===== config.mk =====
export PLATFORM = sky130hd
export DESIGN_NAME = pwhl_ctrl
export DESIGN_NICKNAME = d
export VERILOG_FILES = /design/src/hdl/pwhl_pkg.sv /design/src/hdl/pwhl_ctrl.sv
export SDC_FILE = /design/constraint.sdc
export NUM_CORES = 1
export LEC_CHECK = 0
export ABC_AREA = 1
export BUFFER_PORTS_ARGS = -buffer_cell sky130_fd_sc_hd__clkbuf_2
export CAP_MARGIN = 10
export CORE_AREA = 2 2 39 41
export CTS_CLUSTER_DIAMETER = 30
export DETAILED_ROUTE_END_ITERATION = 7
export DIE_AREA = 0 0 41 43
export PLACE_DENSITY = 0.37
export SLEW_MARGIN = 20
export SYNTH_ARGS = -nofsm -noshare
export SYNTH_HDL_FRONTEND = slang
export SYNTH_SLANG_ARGS = --single-unit

===== constraint.sdc =====
create_clock -name clk -period 1.35 [get_ports clk]
set_clock_uncertainty 0.1 [all_clocks]
set_input_delay 0.135 -clock clk [delete_from_list [all_inputs] [get_ports clk]]
set_output_delay 0.135 -clock clk [all_outputs]
set_load 0.01 [all_outputs]

===== src/hdl/pwhl_pkg.sv =====
// ----------------------------------------------------------------------------
// pwhl_pkg
// Shared constants and controller/datapath interface types for the
// half-level pulse width block.
// ----------------------------------------------------------------------------
package pwhl_pkg;

	localparam int MAX_SAMPLES = 1024;
	localparam int ADDR_W      = $clog2(MAX_SAMPLES);
	localparam int CNT_W       = $clog2(MAX_SAMPLES + 1);
	localparam int SAMPLE_W    = 16;
	localparam int PERIOD_W    = 16;
	localparam int DUR_W       = 26;
	localparam int PROD_W      = CNT_W + PERIOD_W;

	// controller to datapath
	typedef struct packed {
		logic take;     // input beat accepted this cycle
		logic scan_rd;  // read one stored sample
		logic mul;      // form count times period
		logic emit;     // load result register and clear record
	} pwhl_cmd_t;

	// datapath to controller
	typedef struct packed {
		logic scan_last; // current read address is the last stored entry
		logic out_free;  // result register can take a new result
	} pwhl_sts_t;

endpackage


===== src/hdl/pwhl_ctrl.sv =====
// ----------------------------------------------------------------------------
// pwhl_ctrl
// Sequencer: load phase, counting pass over the store, multiply, hand-off
// of the result into the output register.
// ----------------------------------------------------------------------------
module pwhl_ctrl (
	input  logic                clk,
	input  logic                arst_n,
	input  logic                in_valid,
	input  logic                last_sample,
	input  pwhl_pkg::pwhl_sts_t sts,
	output pwhl_pkg::pwhl_cmd_t cmd,
	output logic                in_stall
);

	typedef enum logic [2:0] {
		ST_LOAD,
		ST_SCAN,
		ST_DRAIN,
		ST_MUL,
		ST_OUT
	} state_t;

	state_t state_q;

	always_comb begin
		cmd         = '0;
		cmd.take    = (state_q == ST_LOAD) && in_valid;
		cmd.scan_rd = (state_q == ST_SCAN);
		cmd.mul     = (state_q == ST_MUL);
		cmd.emit    = (state_q == ST_OUT) && sts.out_free;
	end

	assign in_stall = (state_q != ST_LOAD);

	always_ff @(posedge clk or negedge arst_n) begin
		if (!arst_n) begin
			state_q <= ST_LOAD;
		end else begin
			unique case (state_q)
				ST_LOAD: begin
					if (in_valid && last_sample) state_q <= ST_SCAN;
				end
				ST_SCAN: begin
					if (sts.scan_last) state_q <= ST_DRAIN;
				end
				// last read data is compared and counted here
				ST_DRAIN: state_q <= ST_MUL;
				ST_MUL:   state_q <= ST_OUT;
				ST_OUT: begin
					if (sts.out_free) state_q <= ST_LOAD;
				end
				default:  state_q <= ST_LOAD;
			endcase
		end
	end

endmodule


== After elaboration in Yosys (flattened, before gate mapping) ==
Index checks and enable logic that the tools add are counted.

* Muxes and demuxes: 4
* Reductions and logical operators: 6
* Eq/ne operators: 7

{| class="wikitable"
|+ Operator list
! cell !! count
|-
| $pmux 3 s5 || 1
|-
| $mux 3 || 3
|-
| $eq 3x2->1 const B || 2
|-
| $ne 2x2->1 const B || 2
|-
| $eq 3x1->1 const B || 1
|-
| $eq 3x3->1 const B || 1
|-
| $logic_and 1x1->1 || 3
|-
| $logic_not 3->1 || 1
|-
| $reduce_and 3->1 || 1
|-
| $reduce_bool 3->1 || 1
|-
| $ne 2x1->1 const B || 1
|}

* Input port bits: 6
* Output and inout bits: 5
* Register bits after elaboration: 3
* Word-level logic and storage cells: 18

== Logic depth before layout (Yosys ltp) ==
Gate-level depths: netlist of the first run.

* Depth in word-level cells: 3
* Gate-level depth with buffers: 4
* Depth with buffers taken out: 4

== Least setup slack after synthesis of the first run ==
Ideal clock, no wire load.

* Path kind: register -> output
* Start: reg state_q[1]
* End: out cmd[0] in the netlist's numbering
* Data required time: 1.115 ns
* Path slack: 0.228 ns
* Path buffers: 0
* Arrival time: 0.887 ns
* Stages on the path, launching flop included: 4
* Path through: dfrtp_1 > nor2_2 > inv_1 > nor3_1

{| class="wikitable"
|+ RTL lines
! what !! line !! RTL
|-
| start, declared || pwhl_ctrl.sv:24 || <nowiki>state_t state_q;</nowiki>
|-
| start signal, assigned || pwhl_ctrl.sv:38 || <nowiki>state_q <= ST_LOAD;</nowiki>
|-
| start signal, assigned || pwhl_ctrl.sv:42 || <nowiki>if (in_valid && last_sample) state_q <= ST_SCAN;</nowiki>
|-
| start signal, assigned || pwhl_ctrl.sv:45 || <nowiki>if (sts.scan_last) state_q <= ST_DRAIN;</nowiki>
|-
| end, declared || pwhl_ctrl.sv:12 || <nowiki>output pwhl_pkg::pwhl_cmd_t cmd,</nowiki>
|}

==> out/qor.csv, run 1 <==
stage,metric,value,unit
worst_hold_path,worst min-delay path class,in -> reg,
job,# Max-Cap Violations,0,
yosys,share of synthesized area occupied by flip-flops and latches,38.2,%
die,die height,43,um
yosys,net count after synthesis,34,
worst_setup_path,CP bufs+invs,2,
finish,largest registers,state_q: 3 flops,
die,area of the placeable core,0.00138,sq mm
yosys,Synth top area share,38.2,%
die,initial core utilization,14.2,%
clocking,Root Buffer Master,sky130_fd_sc_hd__clkbuf_4,
worst_setup_path,Worst Reg-to-Reg Cells,5,
finish,"flip-flop count of the largest register, all copies and words added",3,
sta,setup repair after global routing missed its margin,true,
worst_setup_path,kind of end point of the critical path,output pin,
worst_setup_path,CP Data Arrival Time,1.09,ns
sta,shortest clock period the worst path allows after layout,1.32,ns
yosys,commonest register cell after synthesis,sky130_fd_sc_hd__dfrtp_1,
global_route,initial antenna violation count,0,
finish,# nets final,53,
yosys,share of flip-flops with an asynchronous set or reset after synthesis,100,%
global_route,maximum number of pins on one net before global-route repair,7,
sta,Setup Total Neg Slack,0,ns
detailed_routing,number of detailed-routing iterations run before antenna repair,3,
clocking,Max Root-Sink Buffers,2,
clocking,clock-pin slew of the registers on the worst-case setup and hold paths,0.04,ns
place,worst slack after detailed placement,0.136,ns
place,DP Wirelength,358,um
finish,number of diodes,0,
finish,register ranked first by flip-flop count,state_q,
worst_setup_path,flop-to-flop setup slack,0.25,ns
yosys,cell taking the most area after synthesis,sky130_fd_sc_hd__dfrtp_1,
die,total number of placement rows,14,
worst_setup_path,CP Launch Type,flip-flop,
die,Chip Width,41,um
worst_setup_path,worst-path cell chain,nor2_4 -> inv_1 -> nor3_2 -> buf_2,
sta,fmax,756,MHz
finish,area growth from synthesis to layout,75.8,%
finish,filler-free cell count of the finished design,62,
yosys,netlist area before placement,196,sq um
pwr,power per unit of standard cell area,2340,mW/mm^2
yosys,synth unique cells,11,
pwr,Worst IR Drop VDD,494,uV
die,boundary pin count,11,
place,weighted congestion reported at the end of routability-driven placement,0.622,
global_route,aggregate global-route resource usage,7.24,%
sta,PnR worst setup slack,0.0278,ns
place,number of placed cells counting well taps,54,
detailed_routing,post-detailed-route wirelength per cell,7.95,um
worst_setup_path,delay of the slowest cell on the worst path,0.40,ns
place,Port Buf Inserts,10,
sta,transition time of the tightest slew-check pin,0.150,ns
worst_setup_path,startpoint of the lowest-slack register-to-register path,state_q[1],
worst_setup_path,type of the setup path with the least slack,reg -> out,
pwr,Leakage,0.194,nW
yosys,Synth Register Bits,3,
sta,count of endpoints failing hold in the final timing report,0,
clocking,"Clk Latency, worst-skew pair",0.24,ns
place,post-place instance area,267,sq um
detailed_routing,DRC,0,
worst_setup_path,Crit path depth,4,
yosys,top cell types by occurrence after synthesis,"sky130_fd_sc_hd__inv_1 (5), sky130_fd_sc_hd__nand2_1 (5), sky130_fd_sc_hd__nor2_1 (4)",
worst_setup_path,Worst EP required,1.12,ns
detailed_routing,initial DRC count,1,
detailed_routing,final antenna-violating net count,0,
detailed_routing,via-per-instance ratio,3.84,
worst_setup_path,family with the most delay on the worst path,flip-flops,
clocking,depth of the CTS H-tree,1,
global_route,Congestion Overflow GR,0,
finish,design area,345,sq um
detailed_routing,Vias,238,
yosys,average cell area after synthesis,7.02,sq um
finish,proportion of layout cells with a drive suffix above 1,54.3,%
status,status,"complete, no violations",
sta,Worst Hold Slack,0.0733,ns
yosys,Ys Warns,0,
worst_setup_path,cell with the largest stage delay on the worst path,sky130_fd_sc_hd__dfrtp_1,
clocking,CTS Buf Count,3,
global_route,vias in the first global route,214,
worst_setup_path,capture point of the worst path,cmd[0],
worst_setup_path,largest fanout of any net on the critical path,3,
clocking,TritonCTS Sinks,3,
sta,final setup violating endpoints,0,
sta,count of pins over their slew limit,0,
sta,relative slew slack,90.0,%
worst_setup_path,Worst Setup SP,state_q[1],
global_route,wire length of the first global-routing pass,807,um
yosys,count of flip-flops with a built-in enable after synthesis,0,
worst_setup_path,reg-to-reg critical path endpoint,state_q[0],
yosys,top area cells in the synthesized netlist,"sky130_fd_sc_hd__dfrtp_1 (38%), sky130_fd_sc_hd__nand3_2 (10%), sky130_fd_sc_hd__inv_1 (9.6%)",
detailed_routing,wire length reported by the detailed router,493,um
sta,fin crit share,97.9,%
yosys,Synth Instances,28,
clocking,TritonCTS clock tree,built,
die,Die Area,0.00176,sq mm
==> where the power goes <==
part,leakage (nW),internal (W),switching (W)
Combinational,0.143,0.000208,0.000241
Clock,0.0150,0.000111,0.0000527
Sequential,0.0358,0.000138,0.0000580
Total,0.194,0.000458,0.000352
==> through the flow <==
| step | util (%) | power (W) |
|---|---|---|
| 2_1_floorplan | - | 0.000427 |
| 3_3_place_gp | 19.3 | 0.000542 |
| 3_5_place_dp | 19.3 | 0.000539 |
| 4_1_cts | 24.8 | 0.000824 |
| 5_1_grt | 25.0 | 0.000885 |
| 6_report | 25.0 | 0.000809 |
==> cell families (layout without fill, tap and decap cells) <==
logic type / after synthesis / count (layout) / share of synthesized area, %
AOI/OAI and AO/OA: 2 / 2 / 7.00
buffers and inverters: 6 / 24 / 11.5
DFF: 3 / 3 / 38.2
and+or+nand+nor: 17 / 17 / 43.3
==> worst register-to-register path: stages, from the launching register on <==
cell and delay [ns]:
sky130_fd_sc_hd__dfrtp_1 0.40, sky130_fd_sc_hd__nor2_4 0.14, sky130_fd_sc_hd__buf_4 0.12, sky130_fd_sc_hd__nand3_1 0.10, sky130_fd_sc_hd__nand2_1 0.09, sky130_fd_sc_hd__a21oi_2 0.03
==> layout by cell type (no fill, tap or decap) <==
cell type                       instances
sky130_fd_sc_hd__dfrtp_2                2
sky130_fd_sc_hd__o21ai_0                1
sky130_fd_sc_hd__dfrtp_1                1
sky130_fd_sc_hd__nor3_2                 2
sky130_fd_sc_hd__buf_4                  3
sky130_fd_sc_hd__buf_2                  3
sky130_fd_sc_hd__nor2_1                 4
sky130_fd_sc_hd__nand2_1                5
sky130_fd_sc_hd__dlygate4sd3_1          1
sky130_fd_sc_hd__clkbuf_2               7
sky130_fd_sc_hd__nand3_2                2
sky130_fd_sc_hd__inv_1                  5
sky130_fd_sc_hd__a21oi_2                1
sky130_fd_sc_hd__clkbuf_4               3
sky130_fd_sc_hd__clkbuf_1               1
sky130_fd_sc_hd__nor2_4                 1
sky130_fd_sc_hd__inv_4                  1
sky130_fd_sc_hd__nand3_1                3
==> layout make-up <==
cell class,instances,area (sq um)
multi-input cells,19,114
clock buffers,4,26.3
fillers,169,1040
well taps,16,20.0
repair buffers,14,82.6
inverters,6,25.0
flip-flops and latches,3,77.6
==> metal layers <==
layer / share of wire [%] / wire, um / GRT usage (%) / vias up
met3: 6.3 / 31 / 3.14 / 2
li1: - / - / - / 124
met1: 41 / 201 / 9.03 / 105
met4: 3.9 / 19 / 8.00 / 0
met2: 49 / 240 / 8.13 / 7
met5: 0 / 0 / 0 / -
==> how the worst min path moves through the flow <==
stage | depth (start not counted) | slack [ns] | start | end
2_1_floorplan | 0 | -0.26 | arst_n | state_q[0]
3_3_place_gp | 1 | -0.16 | arst_n | state_q[0]
3_5_place_dp | 1 | -0.17 | arst_n | state_q[2]
4_1_cts | 4 | 0.07 | sts[1] | state_q[0]
5_1_grt | 4 | 0.1 | sts[1] | state_q[0]
6_report | 4 | 0.07 | sts[1] | state_q[0]
==> repair_timing <==
item / 4_1_cts / 5_1_grt
setup buffers: 3 / 0
hold buffers: 1 / 0
resized for setup: 5 / 4
cloned: 0 / 0
pin swaps: 1 / 1
endpoints found under the hold margin: 3 / 0
setup endpoints to repair: 2 / 3
No activity file was read; power rests on OpenSTA's default activity.
==> run 2, diff against run 1 <==
--- a/config.mk
+++ b/config.mk
@@ -6,14 +6,13 @@
 export NUM_CORES = 1
 export LEC_CHECK = 0
 export ABC_AREA = 1
-export BUFFER_PORTS_ARGS = -buffer_cell sky130_fd_sc_hd__clkbuf_2
 export CAP_MARGIN = 10
 export CORE_AREA = 2 2 39 41
 export CTS_CLUSTER_DIAMETER = 30
 export DETAILED_ROUTE_END_ITERATION = 7
 export DIE_AREA = 0 0 41 43
-export PLACE_DENSITY = 0.37
-export SLEW_MARGIN = 20
+export DONT_BUFFER_PORTS = 1
+export PLACE_DENSITY = 0.31
 export SYNTH_ARGS = -nofsm -noshare
 export SYNTH_HDL_FRONTEND = slang
 export SYNTH_SLANG_ARGS = --single-unit
==> constraint.sdc (replaced) <==
create_clock -name clk -period 1.15 [get_ports clk]
set_clock_uncertainty 0.1 [all_clocks]
set_input_delay 0.115 -clock clk [delete_from_list [all_inputs] [get_ports clk]]
set_output_delay 0.115 -clock clk [all_outputs]
set_load 0.01 [all_outputs]
==> run 2 against run 1 <==
Against the previous run: the flow now finishes with violations (setup timing); sequential power rose by 17%; via count fell by 8.0%; highest routed layer unchanged; critical path depth did not move; die area did not move.
==> out/qor.csv, run 2 (synthesis gave the netlist of run 1 again) <==
stage,metric,value,unit
status,status,"finished, violations left",
status,violated checks,setup timing,
finish,register ranked first by flip-flop count,state_q,
detailed_routing,DRC,0,
sta,transition time of the tightest slew-check pin,0.146,ns
detailed_routing,final antenna-violating net count,0,
place,DP Wirelength,358,um
sta,fin crit share,111,%
finish,largest registers,state_q: 3 flops,
finish,most frequent cells in the layout,"sky130_fd_sc_hd__nand2_1 (5), sky130_fd_sc_hd__buf_4 (5), sky130_fd_sc_hd__inv_1 (4)",
global_route,wire length of the first global-routing pass,759,um
clocking,TritonCTS clock tree,built,
global_route,Congestion Overflow GR,0,
sta,PnR worst setup slack,-0.128,ns
clocking,CTS Buf Count,3,
finish,number of diodes,0,
worst_hold_path,worst min-delay path class,in -> async,
clocking,Root Buffer Master,sky130_fd_sc_hd__clkbuf_4,
die,area of the placeable core,0.00138,sq mm
die,boundary pin count,11,
worst_setup_path,largest fanout of any net on the critical path,4,
pwr,power per unit of standard cell area,2910,mW/mm^2
finish,# nets final,47,
worst_setup_path,type of the setup path with the least slack,reg -> out,
detailed_routing,initial DRC count,2,
sta,relative slew slack,90.1,%
place,weighted congestion reported at the end of routability-driven placement,0.719,
global_route,vias in the first global route,222,
detailed_routing,number of detailed-routing iterations run before antenna repair,2,
die,Chip Width,41,um
finish,area growth from synthesis to layout,70.7,%
sta,count of endpoints failing hold in the final timing report,0,
sta,final setup violating endpoints,5,
detailed_routing,via-per-instance ratio,3.91,
sta,count of pins over their slew limit,0,
clocking,depth of the CTS H-tree,1,
die,total number of placement rows,14,
global_route,aggregate global-route resource usage,7.34,%
die,initial core utilization,14.2,%
worst_setup_path,kind of end point of the critical path,output pin,
sta,Worst Hold Slack,0.0306,ns
sta,Setup Total Neg Slack,-0.484,ns
worst_setup_path,CP Data Arrival Time,1.06,ns
clocking,Max Root-Sink Buffers,2,
detailed_routing,wire length reported by the detailed router,465,um
detailed_routing,Vias,219,
global_route,initial antenna violation count,0,
clocking,clock-pin slew of the registers on the worst-case setup and hold paths,0.04,ns
worst_setup_path,CP Launch Type,flip-flop,
detailed_routing,post-detailed-route wirelength per cell,8.30,um
finish,post-route core utilization,24.2,%
sta,fmax,783,MHz
finish,filler-free cell count of the finished design,56,
sta,setup repair after global routing missed its margin,true,
job,# Max-Cap Violations,0,
worst_setup_path,Worst EP required,0.94,ns
finish,proportion of layout cells with a drive suffix above 1,50.0,%
die,die height,43,um
sta,shortest clock period the worst path allows after layout,1.28,ns
clocking,TritonCTS Sinks,3,
pwr,Leakage,0.169,nW
place,Port Buf Inserts,0,
die,Die Area,0.00176,sq mm
pwr,Worst IR Drop VDD,961,uV
global_route,maximum number of pins on one net before global-route repair,7,
place,number of placed cells counting well taps,49,
finish,"flip-flop count of the largest register, all copies and words added",3,
clocking,"Clk Latency, worst-skew pair",0.23,ns
-- run 2: critical path: stages (launching register included) --
cell and delay [ns]:
sky130_fd_sc_hd__dfrtp_1 0.40, sky130_fd_sc_hd__nor2_4 0.15, sky130_fd_sc_hd__inv_2 0.05, sky130_fd_sc_hd__nor3_2 0.10, sky130_fd_sc_hd__buf_4 0.14
-- run 2: timing repair --
item,4_1_cts,5_1_grt
setup endpoints to repair,5,5
setup buffers,1,0
pin swaps,2,0
gates cloned,0,0
endpoints found under the hold margin,4,0
hold buffers,2,0
resized for setup,9,0
-- run 2: area by class of cell --
| cell class | instances | area, sq um |
|---|---|---|
| well taps | 16 | 20.0 |
| clock buffers | 4 | 26.3 |
| repair buffers | 8 | 68.8 |
| inverters | 6 | 25.0 |
| fillers | 166 | 1050 |
| multi-input cells | 19 | 119 |
| flip-flops and latches | 3 | 76.3 |
-- run 2: metrics by stage --
stage          setup slack (ns)  area, sq um  power, W
6_report                 -0.128          335  0.000977
3_5_place_dp             0.0276          254  0.000682
3_3_place_gp             0.0213          254  0.000679
4_1_cts                  -0.138          335  0.000997
2_1_floorplan            0.0476          196  0.000501
5_1_grt                  -0.199          335   0.00109
-- run 2: power breakdown --
part | total, W | switching [W] | leakage [nW] | internal, W
logic | 0.000562 | 0.000293 | 0.117 | 0.000268
registers | 0.000230 | 0.0000715 | 0.0369 | 0.000159
clock network | 0.000185 | 0.0000550 | 0.0150 | 0.000130
total | 0.000977 | 0.000420 | 0.169 | 0.000558
-- run 2: worst paths after layout --
path,from,end,slack (ns),cells after the start
worst max register to register,state_q[1],state_q[1],0.07,5
min in group clk,sts[0],state_q[2],0.07,3
worst min register to register,state_q[2],state_q[2],0.50,1
worst min-delay path,arst_n,state_q[2],0.03,1
max in group asynchronous,arst_n,state_q[2],0.77,1
worst max-delay path,state_q[0],cmd[0],-0.13,4
-- run 2: metal layers --
metal	vias to the layer above	part of all wire, %	global-route usage [%]
li1	111	-	-
met2	8	58	11.3
met5	-	0	0
met1	98	32	5.18
met3	2	6.7	3.14
met4	0	3.4	10.0
